$ cat config.mk
export PLATFORM = sky130hd
export DESIGN_NAME = mewin_cmp
export DESIGN_NICKNAME = d
export VERILOG_FILES = /design/src/rtl/mewin_pkg.sv /design/src/rtl/mewin_cmp.sv
export SDC_FILE = /design/constraint.sdc
export NUM_CORES = 1
export LEC_CHECK = 0
export BUFFER_PORTS_ARGS = -buffer_cell sky130_fd_sc_hd__buf_2
export CAP_MARGIN = 10
export CORE_ASPECT_RATIO = 1.25
export CORE_MARGIN = 2
export CORE_UTILIZATION = 53
export DETAILED_ROUTE_END_ITERATION = 8
export GPL_TIMING_DRIVEN = 0
export PLACE_DENSITY = 0.82
export SETUP_SLACK_MARGIN = 0.4
export SYNTH_ARGS = -nofsm -noshare
export SYNTH_HDL_FRONTEND = slang
export SYNTH_SLANG_ARGS = --single-unit
export TNS_END_PERCENT = 100
$ cat constraint.sdc
create_clock -name vclk -period 5.75
set_input_delay 1.15 -clock vclk [all_inputs]
set_output_delay 1.15 -clock vclk [all_outputs]
set_load 0.05 [all_outputs]
$ cat src/rtl/mewin_pkg.sv
// Shared types and constants for the sliding-window event counter.
package mewin_pkg;

  localparam int unsigned RING_DEPTH_DEF = 1024;
  localparam int unsigned TIME_W         = 32;
  localparam int unsigned CNT_W          = 11;
  localparam logic [TIME_W-1:0] WL_RESET = 32'd60;

  // Output beat layout in tdata, lowest bit first.
  localparam int unsigned OUT_DATA_W = 152;

  typedef enum logic [1:0] {
    SEQ_IDLE,
    SEQ_CMP,
    SEQ_FETCH
  } seq_state_t;

  typedef struct packed {
    logic in_ready;
    logic pop;
    logic ovf_pop;
    logic push;
  } seq_ctrl_t;

endpackage

$ cat src/rtl/mewin_cmp.sv
// Age compare: decides whether the oldest entry has left the window.
module mewin_cmp import mewin_pkg::*; (
  input  logic              nonempty,
  input  logic [TIME_W-1:0] new_time,
  input  logic [TIME_W-1:0] old_time,
  input  logic [TIME_W-1:0] win_len,
  output logic              pop_ok
);

  logic [TIME_W:0] diff;

  // The borrow bit catches a timestamp that went backwards; such an entry stays.
  assign diff   = {1'b0, new_time} - {1'b0, old_time};
  assign pop_ok = nonempty && !diff[TIME_W] && (diff[TIME_W-1:0] >= win_len);

endmodule

== Word level (Yosys, flattened, before mapping) ==
Index checks and enable logic that the tools add are counted.
Operators by class
  reductions and logical operators: 3
  magnitude comparators: 1
  add/sub/neg operators: 1
Operator list (number)
  32-bit by 32-bit subtractor with 33-bit output: 1
  32-bit >= comparator: 1
  1-bit logical AND: 2
  1-bit logical NOT: 1
Word-level totals
  input bits: 97
  logic and storage cells: 5
  output and inout port bits: 1
  register bits after elaboration: 0

== Longest topological paths before layout ==
Gate-level depths: netlist of the first run.
  depth after elaboration: 4
  gate-level depth with buffers: 18
  mapped depth without buffers: 18

== Least setup slack after synthesis of the first run ==
Ideal clock, no wire load.
  path kind: in2out
  start: in new_time[0]
  end: out pop_ok
  data required time: 4600 ps
  stages on the path: 17
  data arrival time: 4700 ps
  path buffers: 0
  slack: -100 ps
  cell sequence: inv_1 > ha_1 > fa_1 > nor2b_1 > o2111ai_1 > a21oi_1 > a21oi_2 > o211ai_1 > a31o_2 > a21oi_1 > xnor2_1 > ha_1 > nand4_1 > nor3_1 > o2111ai_1 > a211o_1 > a32oi_1
On the way
  cells in the longest elaborated chain, start to end: 4
  elaborated cells between the ends (all ways): 5
  classes of those cells: add/sub: 1; order compare: 1; reduce/logical: 3
RTL lines
  from (decl): RTL line mewin_cmp.sv:4  | input logic [TIME_W-1:0] new_time,
  32-bit by 32-bit subtractor with 33-bit output *: RTL line mewin_cmp.sv:13  | assign diff = {1'b0, new_time} - {1'b0, old_time};
  parallel branches: the longest is 2 deep, another holds 32-bit >= comparator
  1-bit logical AND *: RTL line mewin_cmp.sv:14  | assign pop_ok = nonempty && !diff[TIME_W] && (diff[TIME_W-1:0] >= win_len);
  to (decl): RTL line mewin_cmp.sv:7  | output logic pop_ok
Mark *: on every way between the ends.

== Worst setup path after layout of the first run ==
  start: in new_time[4]
  end: out pop_ok
Same word-level chain as after synthesis.

==> results of run 1 <==
==> synth_stat cells (2+ instances only) <==
master	count
a2111oi_0	2
o21a_1	4
o2111ai_1	3
a211o_1	4
a211oi_1	2
a21oi_1	35
a31o_2	2
a31oi_4	2
xnor2_1	17
a21boi_0	2
nor2_1	14
inv_1	72
and3_2	2
nand2_1	18
xor2_1	11
ha_1	64
o21bai_1	5
a21o_1	26
nand2b_1	4
nor3_1	5
a31oi_1	4
o21ai_0	17
nand4_1	6
nor2b_1	7
o211ai_1	3
nand3_1	7
and2_1	2
==> layout by cell type, fill, tap and decap left out, drive strengths merged, types with 6 or more instances in the layout <==
| master | n |
|---|---|
| buf | 99 |
| nand3 | 7 |
| inv | 72 |
| ha | 64 |
| a31oi | 6 |
| o21ai | 18 |
| a21oi | 36 |
| xnor2 | 17 |
| a21o | 26 |
| nor2b | 7 |
| nand2 | 18 |
| nand4 | 6 |
| nor2 | 14 |
| xor2 | 11 |
==> final cells by class <==
cell class / instances / area, sq um
Inverter: 72 / 270
Tap cell: 60 / 75.1
Timing Repair Buffer: 99 / 504
Fill cell: 419 / 1470
Buffer: 1 / 3.75
Multi-Input combinational cell: 285 / 2340
==> metal layers <==
metal	share of wire	vias up
li1	-	1461
met1	0.40	1241
met2	0.53	85
met3	0.055	12
met4	0.018	0
met5	0	-
==> logic make-up after synthesis <==
| logic type | after synthesis | synth area share |
|---|---|---|
| compound gates | 120 | 0.325 |
| buf+inv | 73 | 0.108 |
| simple gates | 72 | 0.145 |
| fa+ha+maj | 65 | 0.325 |
| xor+xnor | 28 | 0.0970 |
==> how the worst max path moves through the flow <==
stage / slack, ns / from / to
after global routing: -0.25 / new_time[0] / pop_ok
after detailed placement: -0.36 / old_time[5] / pop_ok
after CTS: -0.02 / new_time[4] / pop_ok
after global placement: -0.35 / new_time[5] / pop_ok
after floorplan: 0.40 / new_time[0] / pop_ok
final: -0.02 / new_time[4] / pop_ok
==> power groups by stage <==
stage / Clock [mW] / Combinational [mW] / Sequential [mW]
after floorplan: 0 / 0.265 / 0
after global placement: 0 / 0.343 / 0
after detailed placement: 0 / 0.353 / 0
after CTS: 0 / 0.371 / 0
after global routing: 0 / 0.422 / 0
final: 0 / 0.370 / 0
==> metrics by stage <==
stage | area [sq um] | hold WS (ns) | setup WS, ns | power (mW)
5_1_grt | 3190 | 2.73 | -0.250 | 0.422
3_5_place_dp | 3130 | 2.76 | -0.363 | 0.353
3_3_place_gp | 3130 | 2.78 | -0.349 | 0.343
6_report | 3190 | 2.73 | -0.0173 | 0.370
4_1_cts | 3190 | 2.72 | -0.0249 | 0.371
2_1_floorplan | 2560 | 2.51 | 0.402 | 0.265
==> repair_timing <==
| item | 4_1_cts | 5_1_grt |
|---|---|---|
| resized for setup | 12 | 2 |
| setup endpoints to repair | 1 | 1 |
| pin swaps | 8 | 0 |
| buffers inserted | 1 | 0 |
==> results.py, run 1 <==
metrics = {
    "pwr": {
        "p_sw_frac": 0.515,
        "pwr-share-comb": 1.000,
        "intPower_uw": 180,
        "p_leak_nw": 1.87,
        "p_clk_frac": 0,
        "p_seq_frac": 0,
        "ir_worst_vdd_mv": 0.0549,
        "p_switching_uw": 191,
        "p_per_area_nw_per_um2": 116,
    },
    "critical_path": {
        "arrival_ns": 4.62,
        "start_kind": "input port",
        "max_stage_delay_ns": 0.36,
        "path_depth": 17,
        "cp_top_family": "compound AO/OA/AOI/OAI gates",
        "crit_type": "input port to primary output",
        "cp.required_ns": 4.60,
        "cp_cell_sequence": "buf_2, ha_1, a21o_1, a21oi_1, a21oi_2, a21oi_2, o211ai_1, a31o_2, a21oi_1, xnor2_1, ha_1, nand4_1, nor3_2, a2111oi_4, a211o_1, a32oi_4, buf_6",
        "end_kind": "primary output",
        "critPathSlowestCell": "ha_1",
        "cp_max_fo": 5,
        "critPathBufInv": 2,
    },
    "timing": {
        "rsz0062_at_grt": "true",
        "layout_min_cycle_time_ns": 5.77,
        "setup_violations": 1,
        "fmax_mhz": 173,
        "final-hold-violation-count": 0,
        "fin_tns_setup_ns": -0.0173,
        "finalMaxSlewViolations": 0,
        "relSlewSlack": 0.687,
        "finalWorstSetupSlack_ns": -0.0173,
        "worstMarginPinSlew_ns": 0.465,
        "fin_crit_sh": 1.00,
    },
    "global_route": {
        "grt_start_max_net_pins": 8,
        "antenna_found_initial": 0,
        "grt_usage": 0.224,
        "busiest_layer": "met2",
        "use_met1": 0.235,
        "grt_overflow": 0,
        "use_met2": 0.471,
        "gr-usage-met3": 0.0152,
        "grt_pass1_wl_um": 10000,
        "grt_pass1_vias": 2680,
    },
    "floorplan": {
        "num_rows": 28,
        "fp.dieArea_sq_um": 5340,
        "start_util": 0.542,
        "ioPinCount": 98,
        "fp.dieW_um": 65.8,
        "fp.dieH_um": 81.2,
        "core_sq_um": 4660,
    },
    "finish": {
        "clkbuf_count": 0,
        "fin_cells": 517,
        "area_growth_pct": 26.2,
        "nNetsFinal": 621,
        "regArea_sq_um": 0,
        "antenna_cells": 0,
        "seq_cell_count": 0,
        "drive_gt1_frac": 0.265,
        "fin_util": 0.685,
    },
    "synthesis": {
        "ys.warnings.count": 0,
        "syn-num-nets": 520,
        "syn_avg_cell_area_sq_um": 7.06,
        "yosys-top-cells-area": "ha_1 (32%), inv_1 (11%), a21o_1 (7.7%)",
        "syn_area_sq_um": 2530,
        "synth.yosys.seq_area_share": 0,
        "syn_inst": 358,
        "yosys.area.top_type_share": 0.317,
        "synth_largest_area_cell": "ha_1",
        "synth.distinct_cells": 45,
    },
    "flow_run": {
        "maxCapViolations": 0,
    },
    "run_status": {
        "status": "complete, but fails checks",
        "violations": "negative setup slack",
    },
    "place": {
        "numPortBuffers": 98,
        "gp_congestion": 0.848,
        "dp_hpwl_um": 5290,
        "dp.cells": 516,
    },
    "hold_path": {
        "holdCritStartpoint": "nonempty",
        "hold-path-endpoint": "pop_ok",
        "whs_path_depth": 4,
        "hp-class": "input port to primary output",
    },
    "route": {
        "vias_per_cell": 5.41,
        "firstDrtPassIters": 4,
        "ant_nets": 0,
        "routedWlPerCell_um": 11.5,
        "initialDrtViolationCount": 120,
        "drc": 0,
        "drt_wl_total_um": 5930,
        "vias": 2799,
    },
    "clock_network": {
        "cts_hold_buffers": 0,
    },
}
No activity file was read; power rests on OpenSTA's default activity.
==> run 2: changes to the inputs <==
--- a/config.mk
+++ b/config.mk
@@ -7,12 +7,14 @@
 export LEC_CHECK = 0
 export BUFFER_PORTS_ARGS = -buffer_cell sky130_fd_sc_hd__buf_2
 export CAP_MARGIN = 10
+export CELL_PAD_IN_SITES_DETAIL_PLACEMENT = 0
+export CELL_PAD_IN_SITES_GLOBAL_PLACEMENT = 2
 export CORE_ASPECT_RATIO = 1.25
 export CORE_MARGIN = 2
-export CORE_UTILIZATION = 53
+export CORE_UTILIZATION = 27
 export DETAILED_ROUTE_END_ITERATION = 8
 export GPL_TIMING_DRIVEN = 0
-export PLACE_DENSITY = 0.82
+export PLACE_DENSITY = 0.91
 export SETUP_SLACK_MARGIN = 0.4
 export SYNTH_ARGS = -nofsm -noshare
 export SYNTH_HDL_FRONTEND = slang
==> results.py, run 2 (synthesis gave the netlist of run 1 again) <==
metrics = {
    "floorplan": {
        "fp.dieW_um": 90.5,
        "ioPinCount": 98,
        "start_util": 0.277,
        "fp.dieArea_sq_um": 10200,
        "num_rows": 39,
        "fp.dieH_um": 112,
        "core_sq_um": 9130,
    },
    "critical_path": {
        "path_common_cell": "a21o_1",
        "critPathSlowestCell": "ha_2",
        "end_kind": "primary output",
        "max_stage_delay_ns": 0.38,
        "cp_cell_sequence": "buf_2, inv_1, ha_2, a21o_1, a31oi_1, o21a_2, a211o_1, a31oi_4, a21oi_1, xnor2_1, ha_1, a21o_1, a21o_1, a21oi_1, nor2_1, a2111oi_2, a211o_1, a32oi_4, buf_6",
        "crit_type": "input port to primary output",
        "cp_max_fo": 5,
        "arrival_ns": 4.56,
        "start_kind": "input port",
        "cp.required_ns": 4.60,
    },
    "hold_path": {
        "hold-path-endpoint": "pop_ok",
        "whs_path_depth": 4,
        "holdCritStartpoint": "nonempty",
        "hp-class": "input port to primary output",
    },
    "finish": {
        "mostFrequentLayoutCells": "buf_2 (95), inv_1 (71), ha_1 (60)",
        "n_fill_cell": 1030,
        "multiInputGateArea_sq_um": 2410,
        "area_growth_pct": 35.3,
        "fin_cells": 588,
        "final_common_cell": "buf_2",
        "seq_cell_count": 0,
        "drive_gt1_frac": 0.295,
        "antenna_cells": 0,
        "nNetsFinal": 629,
        "regArea_sq_um": 0,
        "clkbuf_count": 0,
    },
    "place": {
        "post-place-ws_ns": -0.386,
        "dp.cells": 579,
        "gp_congestion": 0.833,
        "numPortBuffers": 98,
        "dp_hpwl_um": 6160,
    },
    "timing": {
        "fin_crit_sh": 0.993,
        "finalMaxSlewViolations": 0,
        "layout_min_cycle_time_ns": 5.71,
        "worstMarginPinSlew_ns": 0.438,
        "setup_violations": 0,
        "rsz0062_at_grt": "true",
        "relSlewSlack": 0.705,
        "finalWorstSetupSlack_ns": 0.0409,
        "fin_tns_setup_ns": 0,
        "fmax_mhz": 175,
        "final-hold-violation-count": 0,
    },
    "flow_run": {
        "maxCapViolations": 0,
    },
    "global_route": {
        "antenna_found_initial": 0,
        "grt_overflow": 0,
        "grt_start_max_net_pins": 8,
        "grt_pass1_vias": 2896,
        "grt_pass1_wl_um": 12300,
        "grt_usage": 0.138,
    },
    "route": {
        "vias_per_cell": 4.82,
        "firstDrtPassIters": 4,
        "routedWlPerCell_um": 12.0,
        "vias": 2835,
        "ant_nets": 0,
        "drt_wl_total_um": 7070,
        "drc": 0,
        "initialDrtViolationCount": 42,
    },
    "pwr": {
        "ir_worst_vdd_mv": 0.0464,
        "p_leak_nw": 1.92,
        "p_per_area_nw_per_um2": 114,
        "power_uw": 390,
    },
    "clock_network": {
        "cts_hold_buffers": 0,
    },
    "run_status": {
        "status": "complete, no violations",
    },
}
run 2: changes by cell type in the layout (fill, tap and decap cells not counted), sizes merged:
cell  delta
buf      +8
run 2: critical path, delay by kind of cell:
kind | cells | cell delay (ns)
AOI/OAI and AO/OA | 12 | 2.22
xor gates and xnor gates | 1 | 0.18
adders and majority gates | 2 | 0.65
buffers and inverters | 3 | 0.29
and+or+nand+nor | 1 | 0.06
run 2: layout make-up:
class                           instances  area share
Buffer                                  1     0.00110
Inverter                               72      0.0798
Multi-Input combinational cell        285       0.705
Tap cell                              123      0.0450
Timing Repair Buffer                  107       0.169
run 2: power by group:
part / internal (mW) / switching [mW]
Clock: 0 / 0
Sequential: 0 / 0
Combinational: 0.190 / 0.200
run 2: repair_timing:
action | 4_1_cts | 5_1_grt
setup buffers | 9 | 0
pin swaps | 18 | 13
setup endpoints to repair | 1 | 1
gates resized for setup | 17 | 13
run 2: routing by layer:
metal,up-vias,global-route usage,share of wire,wire length (um)
li1,1475,-,-,-
met1,1293,0.163,0.43,3010
met2,67,0.282,0.52,3690
met3,0,0.0128,0.053,377
met4,0,0.00103,0,0
met5,-,0,0,0
run 2: metrics by stage:
step	hold WS [ns]	util	instance area [sq um]
final	2.74	0.375	3420
after floorplan	2.51	-	2560
after detailed placement	2.79	0.351	3210
after CTS	2.74	0.368	3360
after global routing	2.78	0.375	3420
after global placement	2.80	0.351	3210
run 2: how the worst max path moves through the flow:
stage	startpoint	end	slack (ns)
after floorplan	new_time[0]	pop_ok	0.40
after global placement	new_time[4]	pop_ok	-0.38
after detailed placement	old_time[1]	pop_ok	-0.39
after CTS	old_time[0]	pop_ok	-0.09
after global routing	old_time[1]	pop_ok	-0.22
final	old_time[4]	pop_ok	0.04
