**config.mk**
```make
export PLATFORM = sky130hd
export DESIGN_NAME = mewin_seq
export DESIGN_NICKNAME = d
export VERILOG_FILES = /design/src/rtl/mewin_pkg.sv /design/src/rtl/mewin_seq.sv
export SDC_FILE = /design/constraint.sdc
export NUM_CORES = 1
export LEC_CHECK = 0
export BUFFER_PORTS_ARGS = -buffer_cell sky130_fd_sc_hd__buf_2
export CORE_AREA = 8 8 45 47
export DETAILED_ROUTE_END_ITERATION = 6
export DIE_AREA = 0 0 53 55
export SYNTH_ARGS = -nofsm -noshare
export SYNTH_HDL_FRONTEND = slang
export SYNTH_SLANG_ARGS = --single-unit
```
**constraint.sdc**
```tcl
create_clock -name clk -period 2.4 [get_ports clk]
set_input_delay 0 -clock clk [delete_from_list [all_inputs] [get_ports clk]]
set_output_delay 0 -clock clk [all_outputs]
set_load 0.05 [all_outputs]
```
**src/rtl/mewin_pkg.sv**
```systemverilog
// Shared types and constants for the sliding-window event counter.
package mewin_pkg;

  localparam int unsigned RING_DEPTH_DEF = 1024;
  localparam int unsigned TIME_W         = 32;
  localparam int unsigned CNT_W          = 11;
  localparam logic [TIME_W-1:0] WL_RESET = 32'd60;

  // Output beat layout in tdata, lowest bit first.
  localparam int unsigned OUT_DATA_W = 152;

  typedef enum logic [1:0] {
    SEQ_IDLE,
    SEQ_CMP,
    SEQ_FETCH
  } seq_state_t;

  typedef struct packed {
    logic in_ready;
    logic pop;
    logic ovf_pop;
    logic push;
  } seq_ctrl_t;

endpackage

```
**src/rtl/mewin_seq.sv**
```systemverilog
// Sequencer: walks the pops of one item, then the push and result.
module mewin_seq import mewin_pkg::*; (
  input  logic      clk,
  input  logic      rst_n,
  input  logic      in_fire,
  input  logic      pop_ok,
  input  logic      full,
  input  logic      out_free,
  output seq_ctrl_t ctrl
);

  seq_state_t state_r, state_nxt;

  always_ff @(posedge clk) begin
    if (!rst_n) begin
      state_r <= SEQ_IDLE;
    end else begin
      state_r <= state_nxt;
    end
  end

  always_comb begin
    state_nxt = state_r;
    case (state_r)
      SEQ_IDLE: begin
        if (in_fire) state_nxt = SEQ_CMP;
      end
      SEQ_CMP: begin
        if (pop_ok) begin
          state_nxt = SEQ_CMP;
        end else if (full) begin
          state_nxt = SEQ_FETCH;
        end else if (out_free) begin
          state_nxt = SEQ_IDLE;
        end
      end
      SEQ_FETCH: begin
        if (out_free) state_nxt = SEQ_IDLE;
      end
      default: state_nxt = SEQ_IDLE;
    endcase
  end

  always_comb begin
    ctrl = '0;
    case (state_r)
      SEQ_IDLE: begin
        ctrl.in_ready = 1'b1;
      end
      SEQ_CMP: begin
        ctrl.pop     = pop_ok;
        ctrl.ovf_pop = !pop_ok && full;
        ctrl.push    = !pop_ok && !full && out_free;
      end
      SEQ_FETCH: begin
        ctrl.push = out_free;
      end
      default: ctrl = '0;
    endcase
  end

endmodule

```
Word level (Yosys, flattened, before mapping)

Index checks and enable logic that the tools add are counted.

Register bits: 2
Bits of input ports: 6
Logic and storage cells: 18

Equal/unequal tests: 3
Multiplexer cells: 8
Reduce and logical (&&, ||, !) cells: 6

Operators with widths:

| operator                                      | number |
|---|---|
| two-way mux 2 bit                             | 5 |
| one-hot mux 2 bit (3 select lines)            | 1 |
| logical AND 1 bit                             | 3 |
| == test 2 x 1 -> 1 bit, second input constant | 1 |
| == test 2 bit, second input constant          | 1 |
| zero test 1 bit                               | 2 |
| zero test 2 bit                               | 1 |
| != test 2 bit, second input constant          | 1 |
| one-hot mux 1 bit (2 select lines)            | 1 |
| two-way mux 1 bit                             | 1 |

Longest topological paths before layout

Gate-level depths: netlist of the first run.

Depth in word-level cells: 4
Mapped depth: 5
Gate-level depth less buffers: 5

Worst setup path after synthesis of the first run

OpenSTA, ideal clock, no wires.

Kind: register -> register
Start point: reg state_r[0]
End point: reg state_r[0]
Setup time: 0.125 ns
Arrival: 1.363 ns
Data required time: 2.275 ns
Slack: 0.912 ns
Cell stages (with the launch flop): 6
Buffers on the path: 0
Period minus slack after synthesis: 1.488 ns
Cells stage by stage: dfxtp_1 inv_1 ha_1 and4b_1 a31oi_1 o31ai_2

Word-level cells in the longest chain between the ends: 4
Elaborated cells between the ends (all ways): 8
Classes of those cells: eq/ne: 3; mux: 4; reduce/logical: 1

Ends and longest elaborated chain:

| element                            | RTL line        | source |
|---|---|---|
| start, declared                    | mewin_seq.sv:12 | `seq_state_t state_r, state_nxt;` |
| start signal, assigned             | mewin_seq.sv:18 | `state_r <= state_nxt;` |
| two-way mux 2 bit (3 in series)    | -               |  |
| one-hot mux 2 bit (3 select lines) | mewin_seq.sv:24 | `case (state_r)` |

Several ways; a longest one is shown, not always the timed one.
A chain may end at the register's enable or synchronous reset.

==> impl_results.md, run 1 <==
* Largest registers: state_r x2
* Post-route ant nets at 0
* Initial antenna violation count at 0
* Max VDD drop at 157.6 µV
* Critical Path RT at 2.40 ns
* Max incr delay on CP at 0.40 ns
* Max FFs per register at 2
* Period utilisation layout at 66.51%
* Die ar. at 2915 µm²
* Postcts setup bufs at 0
* Critical setup path kind: reg2out
* Initial drt markers at 2
* CP Cell Sequence: inv_1 -> ha_1 -> nor2b_1 -> nor2b_1 -> o211a_1 -> buf_2
* Final slew viol count at 0
* Final nets at 51
* Seq cells post-synth at 2
* Wire per inst at 10.80 µm
* Synthesized cell area at 232.7 µm²
* Clock latency on the worst-skew pair at 0.22 ns
* Top achievable clock speed at 0.6265 GHz
* Max transition margin at 83.17%
* CTS tree: done
* Worst EP arrival at 1.60 ns
* Post-route cell area at 330.3 µm²
* Slowest-stage cell, CP: dfxtp_1
* Max cap viols at 0
* Worst Setup End Kind: primary output
* Hold Violations, Final at 0
* Layout Cells excl Fill at 55
* Post-Route WL at 594 µm
* GRT Overall Usage at 5.019%
* Placed insts at 51
* Crit start category: register
* DP HPWL at 465 µm
* Share of layout cells above drive strength 1 at 38.46%
* CTS root buffer: clkbuf_4
* Seq/Total Area, Yosys at 17.20%
* Measured slew at the worst slew-check pin at 0.2542 ns
* Clock skew at 0.00004143 ns
* Post-Place Setup Slack at 1.026 ns
* Post-synth cell types at 18
* Largest net degree at the start of global routing at 6
* Leakage at 0.1745 nW
* Synth-to-Final Area Change at 41.94%
* Biggest register: state_r
* RD Place Congestion at 0.7484
* Syn_area_per_cell at 8.951 µm²
* Initial core utilization at 16.82%
* Worst R2R Setup Slack at 1.06 ns
* Floorplan core area at 1384 µm²
* Outcome: complete, no violations
* CP max FO at 5
* Fill cells at 161
* Final setup TNS at 0 ns
* I/O pin cnt at 10
* Vias per cell at 4.055
* Row cnt at 14
* Gates resized, CTS repair at 0
* Die H at 55 µm
* Hold Path Stages at 3
* Worst Hold Class: in2reg
* Dpl cell area at 297.8 µm²
* Remaining global-route overflow at 0
* Syn nets at 36
* Final worst slack at 0.8038 ns
* RSZ-0062 raised after global routing: false
* Design Power at 0.1844 mW
* Path depth of the worst reg2reg path at 5
* DRT Pass-1 Iters at 3
* First-pass GRT wire length at 1062 µm
* Ant diodes at 0
* Post-Synthesis Cells at 26
* Clock-pin transition on the worst setup and hold timing paths at 0.03 ns
* H-Tree Depth at 1
* Power per cell area at 558.3 nW/µm²
* Sink Count at 2
* Max Root-Sink Buffers at 2
* Most frequent CP cell: nor2b_1
* I/O Buffers at 9
* Min cycle time layout at 1.596 ns
* Vias in the first global route at 263
* Die Wd at 53 µm
* Setup-failing EPs final at 0
* Synthesis warning total at 0
* CTS buffer count at 3
* DR vias at 223
* Drt drc at 0
==> per-stage QoR <==
step                      utilization [%]  hold WS, ns
final                               23.87      0.06833
after global routing                23.87       0.1067
after CTS                           23.87      0.07200
after detailed placement            21.52       0.2347
after global placement              21.52       0.2305
after floorplan                         -      0.09391
==> critical path, delay by kind of cell, from the launching register on <==
kind / cells / cell delay (ns)
adder cells (fa/ha/maj): 1 / 0.22
buffers and inverters: 2 / 0.28
AND/OR/NAND/NOR: 2 / 0.27
AO/OA/AOI/OAI: 1 / 0.19
flip-flops: 1 / 0.40
==> cells in the final DEF (no fill, tap or decap) <==
master / count
and2_2: 1
nor2b_1: 2
buf_2: 9
nand2b_1: 1
and3b_1: 1
and4b_1: 1
a21oi_1: 1
a21o_1: 1
a31oi_1: 1
nand4b_1: 1
dfxtp_1: 2
clkbuf_4: 3
o211ai_1: 2
o21ai_1: 1
ha_1: 4
and2b_2: 1
o211a_1: 1
inv_1: 3
and2b_1: 1
dlygate4sd3_1: 1
o31ai_2: 1
==> layout make-up <==
cell class	instances	area (µm²)	share of cell area, %
clock buffers	3	22.52	6.818
inverters	3	11.26	3.409
multi-input cells	21	181.4	54.92
flip-flops and latches	2	40.04	12.12
well taps	16	20.02	6.061
repair buffers	10	55.05	16.67
==> Yosys cell counts <==
cell type	number	share of area (%)
and4b_1	1	4.3
a21oi_1	1	2.1
inv_1	3	4.8
a31oi_1	1	2.7
o211a_1	1	4.3
ha_1	4	22
o31ai_2	1	5.4
and2b_1	1	3.2
and3b_1	1	3.8
and2_2	1	3.2
dfxtp_1	2	17
nand4b_1	1	3.8
o21ai_1	1	2.1
o211ai_1	2	6.4
nor2b_1	2	5.4
nand2b_1	1	2.7
a21o_1	1	3.2
and2b_2	1	3.8
==> report_power, final <==
part / total, mW / internal, mW / switching [mW] / leakage (nW)
Sequential: 0.0401 / 0.0366 / 0.00351 / 0.0164
Combinational: 0.0698 / 0.0249 / 0.0449 / 0.144
Clock: 0.0746 / 0.0552 / 0.0193 / 0.0138
Total: 0.184 / 0.117 / 0.0678 / 0.175
==> kinds of logic after synthesis <==
| logic type | count (synthesis) | share of synthesized area (%) |
|---|---|---|
| flip-flops | 2 | 17.20 |
| buffers and inverters | 3 | 4.838 |
| AO/OA/AOI/OAI | 8 | 26.34 |
| AND/OR/NAND/NOR | 9 | 30.11 |
| adder cells (fa/ha/maj) | 4 | 21.51 |
==> per-layer routing <==
layer	global-route usage [%]	vias up	wire length [µm]
li1	-	120	-
met4	5.172	0	0
met1	6.051	95	323
met3	2.139	0	36
met2	6.250	8	235
met5	0	-	0
==> final timing paths <==
kind / startpoint / end
worst max register to register: state_r[0]$_SDFFE_PN0P_ / state_r[0]$_SDFFE_PN0P_
worst min register to register: state_r[1]$_SDFFE_PN0P_ / state_r[1]$_SDFFE_PN0P_
worst min-delay path: rst_n / state_r[1]$_SDFFE_PN0P_
worst max-delay path: state_r[1]$_SDFFE_PN0P_ / ctrl[0]
==> timing repair <==
action / CTS / global route
setup endpoints to repair: 0 / 0
hold endpoints to repair: 1 / 0
hold buffers: 1 / 0
No activity file was read; power rests on OpenSTA's default activity.
==> inputs of run 2 (changes only) <==
--- a/config.mk
+++ b/config.mk
@@ -5,6 +5,7 @@
 export SDC_FILE = /design/constraint.sdc
 export NUM_CORES = 1
 export LEC_CHECK = 0
+export ABC_AREA = 1
 export BUFFER_PORTS_ARGS = -buffer_cell sky130_fd_sc_hd__buf_2
 export CORE_AREA = 8 8 45 47
 export DETAILED_ROUTE_END_ITERATION = 6
==> constraint.sdc (replaced) <==
create_clock -name clk -period 1.63 [get_ports clk]
set_input_delay 0 -clock clk [delete_from_list [all_inputs] [get_ports clk]]
set_output_delay 0 -clock clk [all_outputs]
set_load 0.05 [all_outputs]
==> run 2 against run 1 <==
Effect of this change:
- cell count rose by 15%
- routed wire length is 16% lower
- flip-flop and latch count is the same
- first-iteration DRC count unchanged
- combinational power grew 7.7%
- critical endpoint unchanged
- register-to-register slack got worse by 0.61 ns
- largest cell class unchanged
==> impl_results.md, run 2 <==
* Outcome: complete, no violations
* Sink Count at 2 (unchanged)
* Most frequent CP cell: nand2_1
* DRT Pass-1 Iters at 2 (-1)
* CP max FO at 4 (-1)
* Final setup TNS at 0 ns (unchanged)
* Share of layout cells above drive strength 1 at 40.43% (+2.0 points)
* Worst EP arrival at 1.44 ns (-0.16 ns)
* Seq/Total Area, Yosys at 17.49% (+0.28 points)
* Ys async rst share at 0% (unchanged)
* Floorplan core area at 1384 µm² (unchanged)
* Clock latency on the worst-skew pair at 0.22 ns (about the same)
* GRT Overall Usage at 4.531% (-0.49 points)
* Ranking of synthesized cells by area: ha_1 22%, dfxtp_1 17%, nand2_1 16%
* Row cnt at 14 (unchanged)
* Yosys top cell area share at 21.86% (+0.35 points)
* Commonest non-fill, non-tap cells in the layout: 10 x nand2_1, 9 x buf_2, 6 x inv_1
* Crit start category: register
* Postcts setup bufs at 0 (unchanged)
* Design Power at 0.2379 mW (+29%)
* Synthesized cell area at 229.0 µm² (-1.6%)
* Fill cells at 167 (+3.7%)
* Yosys top cell by area: ha_1
* Remaining global-route overflow at 0 (unchanged)
* Worst Hold Class: in2reg
* Syn_area_per_cell at 6.542 µm² (-27%)
* Die ar. at 2915 µm² (unchanged)
* Final core occ at 22.88% (-0.99 points)
* Drt drc at 0 (unchanged)
* Final slew viol count at 0 (unchanged)
* Vias in the first global route at 236 (-10%)
* I/O pin cnt at 10 (unchanged)
* First-pass GRT wire length at 890 µm (-16%)
* Top achievable clock speed at 0.6967 GHz
* Hold Violations, Final at 0 (unchanged)
* Critical setup path kind: reg2out
* H-Tree Depth at 1 (unchanged)
* RD Place Congestion at 0.7551 (+0.90%)
* Seq cells post-synth at 2 (unchanged)
* RSZ-0062 raised after global routing: false
* Setup-failing EPs final at 0 (unchanged)
* Synth-to-Final Area Change at 38.25%
* I/O Buffers at 9 (unchanged)
* Synthesis warning total at 0 (unchanged)
* Post-Synthesis Cells at 35 (+35%)
* Initial drt markers at 2 (unchanged)
* Main synth FF type: dfxtp_1
* Leakage at 0.1909 nW (+9.3%)
* Ant diodes at 0 (unchanged)
* CTS Hold Buffers Added at 0 (-1)
* Worst Setup End Kind: primary output
* Initial core utilization at 16.55% (-0.27 points)
* CTS buffer count at 3 (unchanged)
* Max VDD drop at 158.0 µV (+0.28%)
* Commonest non-fill, non-tap cell in the layout: nand2_1
* Post-route ant nets at 0 (unchanged)
* Largest net degree at the start of global routing at 5 (-1)
* Vias per cell at 3.587 (-12%)
* Synth top cells by count: 10 x nand2_1, 6 x inv_1, 4 x ha_1
* Clock skew at 0.001200 ns (+0.001159 ns)
* Critical Path RT at 1.63 ns (-0.77 ns)
* DR vias at 226 (+1.3%)
* Largest registers: state_r x2
* Gates resized, CTS repair at 0 (unchanged)
* Max transition margin at 83.42% (+0.25 points)
* CTS root buffer: clkbuf_4
* CTS tree: done
* Biggest register: state_r
* Period utilisation layout at 88.06%
* Die H at 55 µm (unchanged)
* Min cycle time layout at 1.435 ns
* Syn nets at 45 (+25%)
* Max FFs per register at 2 (unchanged)
* Most frequent cell after synthesis: nand2_1
* Max Root-Sink Buffers at 2 (unchanged)
* Max cap viols at 0 (unchanged)
* Max incr delay on CP at 0.33 ns (-0.07 ns)
* Measured slew at the worst slew-check pin at 0.2504 ns (-0.003770 ns)
* Initial antenna violation count at 0 (unchanged)
* Wire per inst at 7.937 µm (-27%)
* Power per cell area at 751.7 nW/µm² (+35%)
* Post-Route WL at 500 µm (-16%)
* Clock-pin transition on the worst setup and hold timing paths at 0.03 ns (about the same)
* CP Cell Sequence: inv_1 -> ha_1 -> nand2_1 -> nand2_1 -> o2111a_1 -> buf_2
* Slowest-stage cell, CP: dfxtp_1
* Final nets at 59 (+16%)
* Post-synth EDFFs at 0 (unchanged)
* Die Wd at 53 µm (unchanged)
* Post-synth cell types at 12 (-6)
[run 2: logic make-up after synthesis]
family	synth area share, %
buffers and inverters	14.75
AO/OA/AOI/OAI	16.40
flip-flops	17.49
adder cells (fa/ha/maj)	21.86
AND/OR/NAND/NOR	29.51
[run 2: critical path, delay by kind of cell, from the launching register on]
kind,cells,cell delay (ns)
buf+inv,2,0.36
flops,1,0.33
compound gates,1,0.16
simple gates,2,0.14
fa+ha+maj,1,0.22
[run 2: through the flow]
step / instances / instance area, µm² / setup slack [ns] / hold WS [ns]
global route: 63 / 316.6 / 0.06929 / 0.05297
finish: 63 / 316.6 / 0.1947 / 0.03217
CTS: 63 / 316.6 / 0.1741 / 0.02927
detailed placement: 60 / 294.0 / 0.4147 / 0.2614
floorplan: 35 / 229.0 / 0.1885 / 0.1556
global placement: 60 / 294.0 / 0.4322 / 0.2697
[run 2: path summary, 6_finish.rpt]
kind | start | end | slack, ns | cells past startpoint
worst max-delay path | state_r[1]$_SDFFE_PN0P_ | ctrl[0] | 0.19 | 6
worst min-delay path | rst_n | state_r[0]$_SDFFE_PN0P_ | 0.03 | 3
worst max register to register | state_r[1]$_SDFFE_PN0P_ | state_r[0]$_SDFFE_PN0P_ | 0.45 | 8
worst min register to register | state_r[1]$_SDFFE_PN0P_ | state_r[1]$_SDFFE_PN0P_ | 0.52 | 2
[run 2: layout make-up]
| class | instances | area [µm²] | share of cell area, % |
|---|---|---|---|
| sequential | 2 | 40.04 | 12.65 |
| inverter | 9 | 33.78 | 10.67 |
| tap | 16 | 20.02 | 6.324 |
| clock buffer | 3 | 22.52 | 7.115 |
| timing repair buffer | 9 | 45.04 | 14.23 |
| multi-input combinational | 24 | 155.1 | 49.01 |
[run 2: layer usage]
metal	vias to the layer above	GRT usage [%]	share of wire, %
li1	130	-	-
met1	90	3.788	38
met2	6	6.250	48
met3	0	3.743	13
met4	0	5.172	0
met5	-	0	0
[run 2: power by group]
part	internal, mW	total (mW)	switching, mW
combinational	0.0234	0.0752	0.0518
clock	0.0810	0.107	0.0259
sequential	0.0525	0.0559	0.00344
